--- config.mk ---
export PLATFORM = sky130hd
export DESIGN_NAME = double_ended_queue
export DESIGN_NICKNAME = d
export VERILOG_FILES = /design/src/rtl/deq_pkg.sv /design/src/rtl/deq_ram.sv /design/src/rtl/deq_ctrl.sv /design/src/rtl/deq_dp.sv /design/src/rtl/double_ended_queue.sv
export VERILOG_INCLUDE_DIRS = /design/src /design/src/rtl
export SDC_FILE = /design/constraint.sdc
export NUM_CORES = 1
export LEC_CHECK = 0
export BUFFER_PORTS_ARGS = -buffer_cell sky130_fd_sc_hd__buf_2
export CAP_MARGIN = 25
export CORE_UTILIZATION = 55
export DETAILED_ROUTE_END_ITERATION = 8
export PLACE_DENSITY = 0.75
export SLEW_MARGIN = 20
export SYNTH_ARGS = -nofsm -noshare
export SYNTH_HDL_FRONTEND = slang
export SYNTH_HIERARCHICAL = 1
export SYNTH_SLANG_ARGS = --single-unit
export TNS_END_PERCENT = 10
--- constraint.sdc ---
create_clock -name clk -period 5.1 [get_ports clk]
set_input_delay 0.51 -clock clk [delete_from_list [all_inputs] [get_ports clk]]
set_output_delay 0.51 -clock clk [all_outputs]
set_load 0.05 [all_outputs]
--- src/rtl/double_ended_queue_assert.svh ---
// ----------------------------------------------------------------------------
// Assertion macros for the double-ended queue
// Shared property forms; the using module supplies clk and rst_n.
// ----------------------------------------------------------------------------
`ifndef DOUBLE_ENDED_QUEUE_ASSERT_SVH
`define DOUBLE_ENDED_QUEUE_ASSERT_SVH

// Same-cycle implication, checked out of reset.
`define DEQ_ASSERT_NOW(label, ante, cons, msg) \
    label: assert property (@(posedge clk) disable iff (!rst_n) (ante) |-> (cons)) \
        else $error(msg);

// Next-cycle implication, checked out of reset.
`define DEQ_ASSERT_NEXT(label, ante, cons, msg) \
    label: assert property (@(posedge clk) disable iff (!rst_n) (ante) |=> (cons)) \
        else $error(msg);

`endif

--- src/rtl/deq_pkg.sv ---
// ----------------------------------------------------------------------------
// deq_pkg
// Request/response payload types, codes and controller/datapath links.
// ----------------------------------------------------------------------------
package deq_pkg;

    localparam int REQ_W      = 3;
    localparam int IN_WORD_W  = 32;
    localparam int STATUS_W   = 2;
    localparam int OUT_WORD_W = 32;
    localparam int FILL_W     = 5;

    localparam logic [REQ_W-1:0] REQ_PUSH_FRONT = 3'd0;
    localparam logic [REQ_W-1:0] REQ_PUSH_BACK  = 3'd1;
    localparam logic [REQ_W-1:0] REQ_POP_FRONT  = 3'd2;
    localparam logic [REQ_W-1:0] REQ_POP_BACK   = 3'd3;
    localparam logic [REQ_W-1:0] REQ_PEEK_FRONT = 3'd4;
    localparam logic [REQ_W-1:0] REQ_PEEK_BACK  = 3'd5;
    localparam logic [REQ_W-1:0] REQ_CLEAR      = 3'd6;

    localparam logic [STATUS_W-1:0] STATUS_OK    = 2'd0;
    localparam logic [STATUS_W-1:0] STATUS_EMPTY = 2'd1;
    localparam logic [STATUS_W-1:0] STATUS_FULL  = 2'd2;

    typedef struct packed {
        logic [REQ_W-1:0]     req_type;
        logic [IN_WORD_W-1:0] push_word;
    } deq_req_t;

    typedef struct packed {
        logic [STATUS_W-1:0]   status;
        logic [OUT_WORD_W-1:0] read_word;
        logic [FILL_W-1:0]     fill_count;
    } deq_rsp_t;

    // controller -> datapath
    typedef struct packed {
        logic capture;
        logic execute;
        logic load_peek;
    } deq_cmd_t;

    // datapath -> controller
    typedef struct packed {
        logic peek_hit;
    } deq_stat_t;

endpackage

--- src/rtl/deq_ram.sv ---
// ----------------------------------------------------------------------------
// deq_ram
// Generic single-write, single-read RAM with registered read data.
// ----------------------------------------------------------------------------
module deq_ram #(
    parameter int WIDTH = 32,
    parameter int DEPTH = 16
) (
    input  logic                     clk,
    input  logic                     wr_en,
    input  logic [$clog2(DEPTH)-1:0] wr_addr,
    input  logic [WIDTH-1:0]         wr_data,
    input  logic                     rd_en,
    input  logic [$clog2(DEPTH)-1:0] rd_addr,
    output logic [WIDTH-1:0]         rd_data
);

    logic [WIDTH-1:0] mem_reg [DEPTH];

    always_ff @(posedge clk)
    begin
        if (wr_en)
        begin
            mem_reg[wr_addr] <= wr_data;
        end
        if (rd_en)
        begin
            rd_data <= mem_reg[rd_addr];
        end
    end

endmodule

--- src/rtl/deq_ctrl.sv ---
// ----------------------------------------------------------------------------
// deq_ctrl
// Request sequencer: capture, execute, optional peek read, result strobe.
// ----------------------------------------------------------------------------
module deq_ctrl (
    input  logic              clk,
    input  logic              rst_n,
    input  logic              start,
    output logic              busy,
    output logic              done,
    output deq_pkg::deq_cmd_t cmd,
    input  deq_pkg::deq_stat_t stat
);
    import deq_pkg::*;

    `include "double_ended_queue_assert.svh"

    typedef enum logic [1:0] {
        ST_IDLE,
        ST_EXEC,
        ST_PEEK
    } state_t;

    state_t state_reg, state_next;
    logic   done_reg, done_next;

    always_comb
    begin
        state_next = state_reg;
        done_next  = 1'b0;
        unique case (state_reg)
            ST_IDLE:
            begin
                if (start)
                begin
                    state_next = ST_EXEC;
                end
            end
            ST_EXEC:
            begin
                if (stat.peek_hit)
                begin
                    state_next = ST_PEEK;
                end
                else
                begin
                    state_next = ST_IDLE;
                    done_next  = 1'b1;
                end
            end
            ST_PEEK:
            begin
                state_next = ST_IDLE;
                done_next  = 1'b1;
            end
            default:
            begin
                state_next = ST_IDLE;
            end
        endcase
    end

    always_ff @(posedge clk or negedge rst_n)
    begin
        if (!rst_n)
        begin
            state_reg <= ST_IDLE;
            done_reg  <= 1'b0;
        end
        else
        begin
            state_reg <= state_next;
            done_reg  <= done_next;
        end
    end

    assign busy          = (state_reg != ST_IDLE);
    assign done          = done_reg;
    assign cmd.capture   = (state_reg == ST_IDLE) && start;
    assign cmd.execute   = (state_reg == ST_EXEC);
    assign cmd.load_peek = (state_reg == ST_PEEK);

    `DEQ_ASSERT_NEXT(a_exec_done, state_reg == ST_EXEC && !stat.peek_hit,
        done_reg && state_reg == ST_IDLE, "non-peek request did not finish")
    `DEQ_ASSERT_NEXT(a_peek_done, state_reg == ST_PEEK,
        done_reg && state_reg == ST_IDLE, "peek read did not finish")
    `DEQ_ASSERT_NEXT(a_accept_exec, state_reg == ST_IDLE && start,
        state_reg == ST_EXEC && !done_reg, "accepted request not executed")

endmodule

--- src/rtl/deq_dp.sv ---
// ----------------------------------------------------------------------------
// deq_dp
// Ring store, front pointer, entry count and result register.
// ----------------------------------------------------------------------------
module deq_dp #(
    parameter int QUEUE_DEPTH = 16,
    parameter int WORD_WIDTH  = 32
) (
    input  logic               clk,
    input  logic               rst_n,
    input  deq_pkg::deq_req_t  req,
    input  deq_pkg::deq_cmd_t  cmd,
    output deq_pkg::deq_stat_t stat,
    output deq_pkg::deq_rsp_t  rsp
);
    import deq_pkg::*;

    `include "double_ended_queue_assert.svh"

    localparam int PTR_W = $clog2(QUEUE_DEPTH);
    localparam int CNT_W = $clog2(QUEUE_DEPTH + 1);
    localparam int SUM_W = PTR_W + 1;
    localparam logic [PTR_W-1:0] LAST_POS = PTR_W'(QUEUE_DEPTH - 1);
    localparam logic [SUM_W-1:0] DEPTH_S  = SUM_W'(QUEUE_DEPTH);
    localparam logic [CNT_W-1:0] DEPTH_C  = CNT_W'(QUEUE_DEPTH);

    deq_req_t         req_reg;
    deq_rsp_t         rsp_reg;
    logic [PTR_W-1:0] front_reg, front_next;
    logic [CNT_W-1:0] count_reg, count_next;

    logic                empty, full, is_push, is_peek;
    logic [PTR_W-1:0]    front_inc, front_dec, back_wr, back_rd;
    logic [SUM_W-1:0]    sum_wr, sum_rd;
    logic [STATUS_W-1:0] status_v;
    logic                ram_wr_en, ram_rd_en;
    logic [PTR_W-1:0]    ram_wr_addr, ram_rd_addr;
    logic [WORD_WIDTH-1:0] ram_rd_data;

    assign empty   = (count_reg == '0);
    assign full    = (count_reg == DEPTH_C);
    assign is_push = (req_reg.req_type == REQ_PUSH_FRONT) ||
                     (req_reg.req_type == REQ_PUSH_BACK);
    assign is_peek = (req_reg.req_type == REQ_PEEK_FRONT) ||
                     (req_reg.req_type == REQ_PEEK_BACK);

    assign front_inc = (front_reg == LAST_POS) ? '0 : front_reg + 1'b1;
    assign front_dec = (front_reg == '0) ? LAST_POS : front_reg - 1'b1;

    // front + count (< 2*depth), wrapped with one compare and subtract
    assign sum_wr  = SUM_W'(front_reg) + SUM_W'(count_reg);
    assign back_wr = (sum_wr >= DEPTH_S) ? PTR_W'(sum_wr - DEPTH_S) : PTR_W'(sum_wr);
    assign sum_rd  = sum_wr - 1'b1;
    assign back_rd = (sum_rd >= DEPTH_S) ? PTR_W'(sum_rd - DEPTH_S) : PTR_W'(sum_rd);

    assign stat.peek_hit = is_peek && !empty;

    always_comb
    begin
        front_next  = front_reg;
        count_next  = count_reg;
        status_v    = STATUS_OK;
        ram_wr_en   = 1'b0;
        ram_wr_addr = back_wr;
        ram_rd_en   = 1'b0;
        ram_rd_addr = front_reg;
        if (cmd.execute)
        begin
            unique case (req_reg.req_type)
                REQ_PUSH_FRONT, REQ_PUSH_BACK:
                begin
                    if (full)
                    begin
                        status_v = STATUS_FULL;
                    end
                    else
                    begin
                        ram_wr_en  = 1'b1;
                        count_next = count_reg + 1'b1;
                        if (req_reg.req_type == REQ_PUSH_FRONT)
                        begin
                            ram_wr_addr = front_dec;
                            front_next  = front_dec;
                        end
                    end
                end
                REQ_POP_FRONT, REQ_POP_BACK:
                begin
                    if (empty)
                    begin
                        status_v = STATUS_EMPTY;
                    end
                    else
                    begin
                        count_next = count_reg - 1'b1;
                        if (req_reg.req_type == REQ_POP_FRONT)
                        begin
                            front_next = front_inc;
                        end
                    end
                end
                REQ_PEEK_FRONT, REQ_PEEK_BACK:
                begin
                    if (empty)
                    begin
                        status_v = STATUS_EMPTY;
                    end
                    else
                    begin
                        ram_rd_en = 1'b1;
                        if (req_reg.req_type == REQ_PEEK_BACK)
                        begin
                            ram_rd_addr = back_rd;
                        end
                    end
                end
                REQ_CLEAR:
                begin
                    front_next = '0;
                    count_next = '0;
                end
                default:
                begin
                    // unused code: ignored
                end
            endcase
        end
    end

    always_ff @(posedge clk or negedge rst_n)
    begin
        if (!rst_n)
        begin
            front_reg <= '0;
            count_reg <= '0;
        end
        else
        begin
            front_reg <= front_next;
            count_reg <= count_next;
        end
    end

    always_ff @(posedge clk)
    begin
        if (cmd.capture)
        begin
            req_reg <= req;
        end
        if (cmd.execute)
        begin
            rsp_reg.status     <= status_v;
            rsp_reg.read_word  <= '0;
            rsp_reg.fill_count <= FILL_W'(count_next);
        end
        else if (cmd.load_peek)
        begin
            rsp_reg.read_word <= OUT_WORD_W'(ram_rd_data);
        end
    end

    assign rsp = rsp_reg;

    deq_ram #(
        .WIDTH (WORD_WIDTH),
        .DEPTH (QUEUE_DEPTH)
    ) u_ring (
        .clk     (clk),
        .wr_en   (ram_wr_en),
        .wr_addr (ram_wr_addr),
        .wr_data (WORD_WIDTH'(req_reg.push_word)),
        .rd_en   (ram_rd_en),
        .rd_addr (ram_rd_addr),
        .rd_data (ram_rd_data)
    );

    `DEQ_ASSERT_NOW(a_count_bound, 1'b1, count_reg <= DEPTH_C,
        "entry count above queue depth")
    `DEQ_ASSERT_NEXT(a_full_hold, cmd.execute && is_push && full,
        $stable(count_reg) && $stable(front_reg), "push into full queue changed state")

endmodule

--- src/rtl/double_ended_queue.sv ---
// ----------------------------------------------------------------------------
// double_ended_queue
// Double-ended word queue in a ring RAM with front pointer and entry count.
// ----------------------------------------------------------------------------
//  channel   ports             transfer
//  request   start, req        start high while busy low
//  result    done, rsp         done high, one cycle, no back-pressure
//
//  Push, pop, clear and unused codes go from accept through the execute state to done;
//  a successful peek also passes the peek state, for the registered RAM read.
//  busy stays high until the cycle done rises, so a new request can be
//  taken in the same cycle the previous result is shown.
//  Reset empties the queue; RAM contents are not cleared.
// ----------------------------------------------------------------------------
module double_ended_queue #(
    parameter int QUEUE_DEPTH = 16,
    parameter int WORD_WIDTH  = 32
) (
    input  logic              clk,
    input  logic              rst_n,
    input  logic              start,
    output logic              busy,
    input  deq_pkg::deq_req_t req,
    output logic              done,
    output deq_pkg::deq_rsp_t rsp
);
    import deq_pkg::*;

    deq_cmd_t  cmd;
    deq_stat_t stat;

    deq_ctrl u_ctrl (
        .clk   (clk),
        .rst_n (rst_n),
        .start (start),
        .busy  (busy),
        .done  (done),
        .cmd   (cmd),
        .stat  (stat)
    );

    deq_dp #(
        .QUEUE_DEPTH (QUEUE_DEPTH),
        .WORD_WIDTH  (WORD_WIDTH)
    ) u_dp (
        .clk   (clk),
        .rst_n (rst_n),
        .req   (req),
        .cmd   (cmd),
        .stat  (stat),
        .rsp   (rsp)
    );

endmodule
== After elaboration in Yosys (flattened, before gate mapping) ==
Memories as Yosys holds them, arrays and structs flattened. A register that Yosys moved wholly into a read port is not among the register bits.
Cells that the tools add are included.

* Memories kept: 1
* Flip-flop bits (word level): 86
* RAM bits: 512
* Bits of input ports: 38
* Output and inout port bits: 41

* $add $sub $neg: 8
* Equal/unequal tests: 15
* Magnitude comparators: 2
* Reduce and logical (&&, ||, !) cells: 15
* Mux-type cells: 37

{| class="wikitable"
|+ Memories
! memory !! depth !! bits a word !! read ports !! clocked after memory_dff !! wr ports !! RTL line !! source
|-
| u_dp.u_ring.mem_reg || 16 || 32 || 1 || 1 || 1 || deq_ram.sv:18 || <nowiki>logic [WIDTH-1:0] mem_reg [DEPTH];</nowiki>
|}

{| class="wikitable"
|+ Operators with widths
! operator !! count
|-
| $mux W4 || 16
|-
| $mux W5 || 3
|-
| $pmux W5 S3 || 1
|-
| $pmux W4 S3 || 1
|-
| $sub A4 B1 Y4 const B || 3
|-
| $ge A5 B5 Y1 const B || 2
|-
| $mux W1 || 10
|-
| $sub A5 B1 Y5 const B || 2
|-
| $eq A3 B3 Y1 const B || 3
|-
| $pmux W2 S2 || 2
|-
| $eq A3 B2 Y1 const B || 2
|-
| $mux W2 || 3
|-
| $ne A2 B2 Y1 const B || 3
|-
| $reduce_and A6 Y1 || 1
|-
| $reduce_or A2 Y1 || 3
|-
| $add A4 B5 Y5 || 1
|-
| $add A5 B1 Y5 const B || 1
|-
| $eq A5 B5 Y1 const B || 1
|-
| $logic_not A5 Y1 || 1
|-
| $add A4 B1 Y4 const B || 1
|-
| $eq A4 B4 Y1 const B || 1
|-
| $logic_not A4 Y1 || 1
|-
| $ne A2 B1 Y1 const B || 2
|-
| $reduce_or A4 Y1 || 1
|-
| 11 further kinds || 12
|}

== Depth between registers and ports, before layout ==
Gate-level depths: netlist of the first run.

* Depth after elaboration: 8
* Gate-level depth with buffers: 14

== Cells and area by module ==
Netlist of the first run, hierarchy kept.

{| class="wikitable"
|+ Modules (own cells, without submodules)
! module !! cells each !! area an instance (sq um) !! times used !! sequential area each (sq um)
|-
| deq_ram || 838 || 20155.6 || 1 || 16335.7
|-
| deq_dp || 297 || 3663.5 || 1 || 2127.0
|-
| deq_ctrl || 17 || 200.2 || 1 || 75.1
|}

== Worst setup path before layout of the first run ==
No wires, ideal clock.

* Kind: flip-flop to flip-flop
* Start point: reg u_dp.count_reg[0]
* End point: mem u_dp.u_ring.mem_reg[0][0] (enable)
* Arrival: 4.567 ns
* Required time: 4.639 ns
* Clock period less this slack: 5.028 ns
* Stages on the path, launching flop included: 11
* Setup slack: 0.072 ns
* Cells stage by stage: dfrtp_1 clkbuf_1 inv_1 ha_1 nor3b_2 a21oi_2 nand4_2 mux2_2 mux2i_1 or3b_2 nor3_1

* Cells in the longest elaborated chain, start to end: 7
* Elaborated cells on any way between the ends: 14
* Those cells by class: 2 x add/sub; 1 x order compare; 1 x eq/ne; 10 x mux

{| class="wikitable"
|+ RTL lines
! element !! RTL line !! source
|-
| start, declared || deq_dp.sv:30 || <nowiki>logic [CNT_W-1:0] count_reg, count_next;</nowiki>
|-
| start signal, assigned || deq_dp.sv:140 || <nowiki>count_reg <= count_next;</nowiki>
|-
| $add A4 B5 Y5 || deq_dp.sv:51 || <nowiki>assign sum_wr = SUM_W'(front_reg) + SUM_W'(count_reg);</nowiki>
|-
| $sub A4 B1 Y4 / $ge A5 B5 Y1 (equally long branches) || deq_dp.sv:52 || <nowiki>assign back_wr = (sum_wr >= DEPTH_S) ? PTR_W'(sum_wr - DEPTH_S) : PTR_W'(sum_wr);</nowiki>
|-
| $mux W4 || deq_dp.sv:52 ||
|-
| $mux W4 || deq_dp.sv:80 || <nowiki>if (req_reg.req_type == REQ_PUSH_FRONT)</nowiki>
|-
| $mux W4 || deq_dp.sv:72 || <nowiki>if (full)</nowiki>
|-
| $mux W4 || deq_dp.sv:69 || <nowiki>unique case (req_reg.req_type)</nowiki>
|-
| $mux W4 (*) || deq_dp.sv:67 || <nowiki>if (cmd.execute)</nowiki>
|-
| named net u_dp.ram_wr_addr[3] || deq_dp.sv:37 || <nowiki>logic [PTR_W-1:0] ram_wr_addr, ram_rd_addr;</nowiki>
|-
| end, declared || deq_ram.sv:18 ||
|}

Mark *: on every way through the listed nets, which the timed path passes. The rest lies on a longest branch.

== Worst setup path after layout of the first run ==
* Start point: reg u_dp/req_reg[33] (netlist bit)
* End point: mem u_dp.u_ring.mem_reg[3][0] (enable)

* Elaborated cells on any way between the ends: 11
* Those cells by class: 1 x eq/ne; 8 x mux; 2 x reduce/logical

{| class="wikitable"
|+ RTL lines
! element !! RTL line !! source
|-
| start, declared || deq_dp.sv:27 || <nowiki>deq_req_t req_reg;</nowiki>
|-
| start signal, assigned || deq_dp.sv:148 || <nowiki>req_reg <= req;</nowiki>
|-
| $logic_not A3 Y1 || n/a ||
|-
| $mux W4 || deq_dp.sv:80 ||
|-
| $mux W4 || deq_dp.sv:72 ||
|-
| $mux W4 (*) || deq_dp.sv:69 ||
|-
| $mux W4 (*) || deq_dp.sv:67 ||
|-
| named net u_dp.ram_wr_addr[0] || deq_dp.sv:37 ||
|}

Marked as above.

==> impl_metrics.toml, run 1 <==
[setup_path]
crit_type = "register to register"
reg2reg_from = "u_dp/req_reg[33]$_DFFE_PP_"
r2r_cells = 9
worst_setup_path_start_kind = "register"
critPathMaxFanout = 24
r2r_end = "u_dp/u_ring/mem_reg[3][0]$_DFFE_PP_"
cp.arrival_ns = 4.74
end_kind = "register"
ff2ff_setup_slack_ns = 0.67
cp_common_cell = "inv_1"
cpPeakStageDelay_ns = 0.92
required_ns = 5.41
cp_slowest_cell = "nor2_4"
cp_cell_sequence = "inv_1 > ha_1 > inv_1 > a21oi_2 > nand4_2 > a21oi_1 > nand2_1 > nor2_4 > buf_4"

[cts]
clockBufferDepth = 3
clk_latency_ns = 0.61
cts-root-buf = "clkbuf_16"
h-tree-depth = 2
path_clk_slew_ns = 0.06
cts_tree = "yes"
clock-sinks = 630
numCtsBuffers = 58

[power]
ir_worst_vdd_mv = 0.657
p_leak_uw = 0.00888
total_power_uw = 15000
power_density_nw_per_um2 = 553

[layout]
diodes = 0
syn2layout_area_growth_pct = 13.2
finalNetCount = 1319
largest_reg_flops = 512
fin_util_pct = 63.1
drive_gt1_share_pct = 27.8
nFillCells = 2866
fin_area_sq_um = 27200

[synthesis]
ys_types = 66
synth_compound_area_share_pct = 3.28
synth.mux.area_fraction_pct = 13.7
synth_edf_count = 586
synthTopCellsByArea = "edfxtp_1 (73%), mux4_2 (12%), dfxtp_1 (2.7%)"
synth.most_common_cell = "edfxtp_1"
syn-num-nets = 1208
synthTopCellsByCount = "edfxtp_1 (586), mux4_2 (128), a22oi_1 (64)"
synth_top_family_by_area = "multiplexers"
synthAdderAreaFrac_pct = 0.969
synth-async-reset-ratio_pct = 1.90
synth-simple-area-share_pct = 3.14
synth-seq-cells = 630
synth.yosys.seq_area_share_pct = 77.2
synth_xor_area_share_pct = 0.276
synthCells = 1152
synth.top_cell.area_share_pct = 73.3
avgSynthCellArea_sq_um = 20.9
yosysWarnings = 6
ys.flop_type = "edfxtp_1"
synth_area_sq_um = 24000
yosysTopAreaCell = "edfxtp_1"

[sta]
worst_pin_slew_ns = 1.04
rsz0062_at_grt = "false"
period_share_pct = 86.9
setup_violations = 0
maxSlewHeadroom_pct = 30.3
finalHoldViolations = 0
slew_violations = 0
period_needed_ns = 4.43
fmax_mhz = 226
whs_ns = 0.0704
clock-skew-final_ns = 0.0170
fin_tns_setup_ns = 0

[global_routing]
antenna_found_initial = 0
groute.usage.overall_pct = 21.9
grt_pass1_wl_um = 71200
grt_start_max_net_pins = 129
first_global_vias = 11700
gr-total-overflow = 0

[route]
wire_per_inst_um = 25.1
antenna_left = 0
via_count = 11600
drc = 0
via_per_inst = 6.10
first_pass_iters = 5
drtIter0Drc = 1123
wirelength_um = 47500

[floorplan]
coreArea_sq_um = 43100
chipWidth_um = 211
initial_core_util_pct = 55.8
dieArea_sq_um = 44500
boundaryPins = 79
row_count = 76
fp.dieH_um = 211

[placement]
place_area_sq_um = 25300
dp_hpwl_um = 26200
port_buffers = 78
gp_congestion = 0.845

[hold_path]
hp-class = "primary input to register"
worstHoldStart = "req[24]"
holdPathStages = 1
hold-path-endpoint = "u_dp/req_reg[24]$_DFFE_PP_"

[flow_run]
timing.max_cap.violations = 0

[status]
status = "finished, final reports clean"
==> metrics by stage <==
stage	worst slack, ns	cells
floorplan	0.0722	1152
global placement	1.09	1783
detailed placement	0.796	1783
CTS	0.764	1889
global route	0.363	1893
finish	0.668	1893
==> power breakdown <==
group	switching, uW	internal, uW
logic	2430	1690
registers	387	6410
clock network	1790	2330
total	4610	10400
==> how the worst max path moves through the flow <==
stage | startpoint | endpoint | slack (ns) | depth (start not counted)
floorplan | u_dp/count_reg[0]$_DFF_PN0_ | u_dp/u_ring/mem_reg[0][0]$_DFFE_PP_ | 0.07 | 10
global placement | u_dp/req_reg[33]$_DFFE_PP_ | u_dp/u_ring/mem_reg[2][17]$_DFFE_PP_ | 1.09 | 9
detailed placement | u_dp/req_reg[33]$_DFFE_PP_ | u_dp/u_ring/mem_reg[3][0]$_DFFE_PP_ | 0.80 | 9
CTS | u_dp/req_reg[33]$_DFFE_PP_ | u_dp/u_ring/mem_reg[2][17]$_DFFE_PP_ | 0.76 | 9
global route | u_dp/req_reg[33]$_DFFE_PP_ | u_dp/u_ring/mem_reg[3][0]$_DFFE_PP_ | 0.36 | 9
finish | u_dp/req_reg[33]$_DFFE_PP_ | u_dp/u_ring/mem_reg[3][0]$_DFFE_PP_ | 0.67 | 9
==> final cells by class <==
type	count	area [sq um]	area share, %
repair buffers	113	803	2.95
inverters	13	48.8	0.179
flip-flops and latches	630	18500	68.2
well taps	585	732	2.69
multi-input cells	447	5270	19.4
clock inverters	35	303	1.11
clock buffers	70	1500	5.50
==> cells in the final DEF, fill, tap and decap left out, types with 12 or more instances in the layout <==
master     Yosys  routed
nor2_1        54      41
buf_4         11      24
clkinv_1       0      15
ha_1          17      15
nand2_1       39      39
buf_2         13      78
nor2_4         0      13
mux4_2       128     128
a22oi_1       64      64
edfxtp_1     586     586
mux2i_1       37      37
inv_1         13      13
clkbuf_1      25      12
clkbuf_16      0      58
dfxtp_1       32      32
dfrtp_1       12      12
==> layer usage <==
metal,up-vias,part of all wire (%),wire (um),global-route usage (%)
met1,6037,41,19500,30.5
met2,489,50,24000,36.3
met5,-,0,0,0
li1,4948,-,-,-
met4,0,2.0,953,5.75
met3,78,6.6,3140,3.95
==> kinds of logic after synthesis <==
group           Yosys count
fa+ha+maj                18
mux                     167
simple gates            149
compound gates          107
flops                   630
xor+xnor                  6
buf+inv                  75
==> what timing repair did <==
action                                 CTS  global route
setup buffers                            0             0
endpoints found under the hold margin   12             0
gates resized for setup                  0             0
hold buffers                             1             0
==> worst max-delay path, delay by kind of cell (launching register included) <==
kind,cells,cell delay (ns)
buf+inv,3,0.65
fa+ha+maj,1,0.41
flops,1,0.47
simple gates,3,1.61
compound gates,2,0.97
Note: power is estimated with default switching activity, not from simulation.
==> run 2: changes to the inputs <==
--- a/config.mk
+++ b/config.mk
@@ -8,12 +8,10 @@
 export LEC_CHECK = 0
 export BUFFER_PORTS_ARGS = -buffer_cell sky130_fd_sc_hd__buf_2
 export CAP_MARGIN = 25
-export CORE_UTILIZATION = 55
+export CORE_UTILIZATION = 56
 export DETAILED_ROUTE_END_ITERATION = 8
-export PLACE_DENSITY = 0.75
-export SLEW_MARGIN = 20
+export PLACE_DENSITY = 0.76
 export SYNTH_ARGS = -nofsm -noshare
 export SYNTH_HDL_FRONTEND = slang
-export SYNTH_HIERARCHICAL = 1
 export SYNTH_SLANG_ARGS = --single-unit
 export TNS_END_PERCENT = 10
==> impl_metrics.toml, run 2 <==
[flow_run]
timing.max_cap.violations = 0

[placement]
dp_hpwl_um = 42700
dp_slack_ns = 1.10
dp_cells = 2764
gp_congestion = 0.881
port_buffers = 78

[floorplan]
dieArea_sq_um = 51400
row_count = 81
initial_core_util_pct = 57.3
chipWidth_um = 227
fp.dieH_um = 227
boundaryPins = 79
coreArea_sq_um = 49400

[global_routing]
grt_start_max_net_pins = 114
grt_pass1_wl_um = 114000
antenna_found_initial = 1
groute.usage.overall_pct = 30.0
first_global_vias = 18600
gr-total-overflow = 0

[setup_path]
r2r_cells = 10
cp_slowest_cell = "buf_4"
required_ns = 5.43
worst_setup_path_start_kind = "register"
cp_cell_sequence = "ha_4 > fa_1 > inv_1 > ha_1 > xor2_1 > o32ai_4 > buf_4 > a32oi_1 > o221ai_1 > mux2i_1"
r2r_end = "u_dp.u_ring.rd_data[8]$_DFFE_PP_"
end_kind = "register"
critPathMaxFanout = 65
crit_type = "register to register"
cpPeakStageDelay_ns = 0.74
cp.arrival_ns = 4.46
cp_num_buf_inv = 2
reg2reg_from = "u_dp.front_reg[0]$_DFFE_PN0P_"
ff2ff_setup_slack_ns = 0.97
crit_family = "adder cells"

[cts]
clk_latency_ns = 0.60
h-tree-depth = 3
numCtsBuffers = 67
clockBufferDepth = 3
clock-sinks = 630
cts_tree = "yes"
cts_resized = 0
cts-root-buf = "clkbuf_16"
path_clk_slew_ns = 0.06

[synthesis]
yosysWarnings = 0
ys.flop_type = "edfxtp_1"
yosysTopAreaCell = "edfxtp_1"
syn-num-nets = 2197
synthTopCellsByArea = "edfxtp_1 (62%), mux2_2 (3.6%), nand2b_1 (2.9%)"
synthCells = 2147
ys_types = 58
synthTopCellsByCount = "edfxtp_1 (586), nand2_1 (212), nand2b_1 (132)"
synth_edf_count = 586
synth-seq-cells = 630
synth.top_cell.area_share_pct = 62.2
synth-async-reset-ratio_pct = 1.90
synth.yosys.seq_area_share_pct = 65.6
synth.most_common_cell = "edfxtp_1"
avgSynthCellArea_sq_um = 13.2
synth_area_sq_um = 28300

[layout]
nFillCells = 3489
drive_gt1_share_pct = 15.6
final_cell_mix = "edfxtp_1 (586), nand2_1 (212), nand2b_1 (132)"
fin_cells = 2884
syn2layout_area_growth_pct = 11.7
diodes = 0
largest_reg_flops = 512
finalNetCount = 2221
multi_input_area_sq_um = 9140
mostFrequentLayoutCell = "edfxtp_1"
regArea_sq_um = 18500

[sta]
setup_violations = 0
fin_tns_setup_ns = 0
period_needed_ns = 4.13
period_share_pct = 81.0
clock-skew-final_ns = 0.0166
maxSlewHeadroom_pct = 32.0
finalHoldViolations = 0
timing.final.ws_setup_ns = 0.971
rsz0062_at_grt = "false"
fmax_mhz = 242
worst_pin_slew_ns = 1.02
slew_violations = 0

[route]
antenna_left = 0
drc = 0
via_count = 19200
wirelength_um = 76400
wire_per_inst_um = 26.5
first_pass_iters = 6
via_per_inst = 6.64
drtIter0Drc = 2902

[hold_path]
hold-path-endpoint = "u_dp.req_reg[19]$_DFFE_PP_"
worstHoldStart = "req[19]"
hp-class = "primary input to register"
holdPathStages = 1

[power]
p_seq_share_pct = 37.8
p_leak_uw = 0.0105
p_int_uw = 11400
clockPowerShare_pct = 25.8
p_switching_uw = 6970
combPwrFrac_pct = 36.4
power_density_nw_per_um2 = 583
switching_share_pct = 37.9
ir_worst_vdd_mv = 0.517

[status]
status = "finished, final reports clean"
==> run 2: changes by cell type after synthesis, sizes merged, moves of 61 or more <==
cell / previous run / this run
nor3: 9 / 70
o221ai: 0 / 65
nor2: 54 / 128
and2: 4 / 66
nand2b: 4 / 132
nand2: 43 / 213
mux4: 128 / 0
clkbuf: 25 / 118
mux2: 2 / 129
a31oi: 3 / 66
a211oi: 2 / 65
o21ai: 10 / 74
a32oi: 1 / 66
==> run 2: how the worst max path moves through the flow <==
stage,cells after the start,endpoint,start,slack (ns)
after detailed placement,10,u_dp.u_ring.rd_data[28]$_DFFE_PP_,u_ctrl.state_reg[1]$_DFFE_PN0P_,1.10
after floorplan,9,u_ctrl.state_reg[1]$_DFFE_PN0P_,u_dp.count_reg[1]$_DFF_PN0_,0.81
after global placement,10,u_dp.u_ring.rd_data[28]$_DFFE_PP_,u_ctrl.state_reg[1]$_DFFE_PN0P_,1.17
final,10,u_dp.u_ring.rd_data[8]$_DFFE_PP_,u_dp.front_reg[0]$_DFFE_PN0P_,0.97
after global routing,10,u_dp.u_ring.rd_data[0]$_DFFE_PP_,u_dp.front_reg[0]$_DFFE_PN0P_,0.85
after CTS,10,u_dp.u_ring.rd_data[28]$_DFFE_PP_,u_ctrl.state_reg[1]$_DFFE_PN0P_,1.04
==> run 2: power by group through the flow <==
stage          clock, uW  combinational [uW]  sequential, uW
2_1_floorplan          0                4580            7010
3_3_place_gp           0                6340            7010
3_5_place_dp           0                6540            7050
4_1_cts             4800                6590            6940
5_1_grt             4980                7110            7010
6_report            4750                6700            6960
==> run 2: cells by family after synthesis <==
kind of cell | count (synthesis) | synth area share [%]
compound gates | 433 | 11.2
buf+inv | 182 | 2.92
xor+xnor | 6 | 0.288
simple gates | 690 | 12.0
fa+ha+maj | 12 | 0.557
flops | 630 | 65.6
mux | 194 | 7.44
==> run 2: layout make-up <==
| type | count | share of cell area (%) |
|---|---|---|
| sequential | 630 | 58.7 |
| inverter | 11 | 0.131 |
| timing repair buffer | 126 | 2.90 |
| clock inverter | 33 | 0.855 |
| clock buffer | 85 | 5.86 |
| multi-input combinational | 1335 | 28.9 |
| tap | 664 | 2.63 |
==> run 2: metal layers <==
layer / vias to the layer above / wire length [um] / track usage (%) / share of wire, %
met2: 1269 / 35400 / 46.1 / 46
li1: 8202 / - / - / -
met5: - / 13 / 0 / 0.017
met1: 9496 / 29800 / 41.5 / 39
met4: 2 / 2510 / 13.1 / 3.3
met3: 183 / 8700 / 6.04 / 11
==> run 2: stage by stage <==
step,util [%],hold slack (ns),power (uW),instance area (sq um)
final,64.0,0.0879,18400,31600
after global routing,64.0,0.0791,19100,31600
after CTS,64.0,0.0677,18300,31600
after detailed placement,59.7,0.415,13600,29400
after global placement,59.6,0.406,13300,29400
after floorplan,-,0.214,11600,28300
==> run 2: timing repair <==
action,CTS,global route
endpoints found under the hold margin,12,0
setup buffers,0,0
hold buffers,1,0
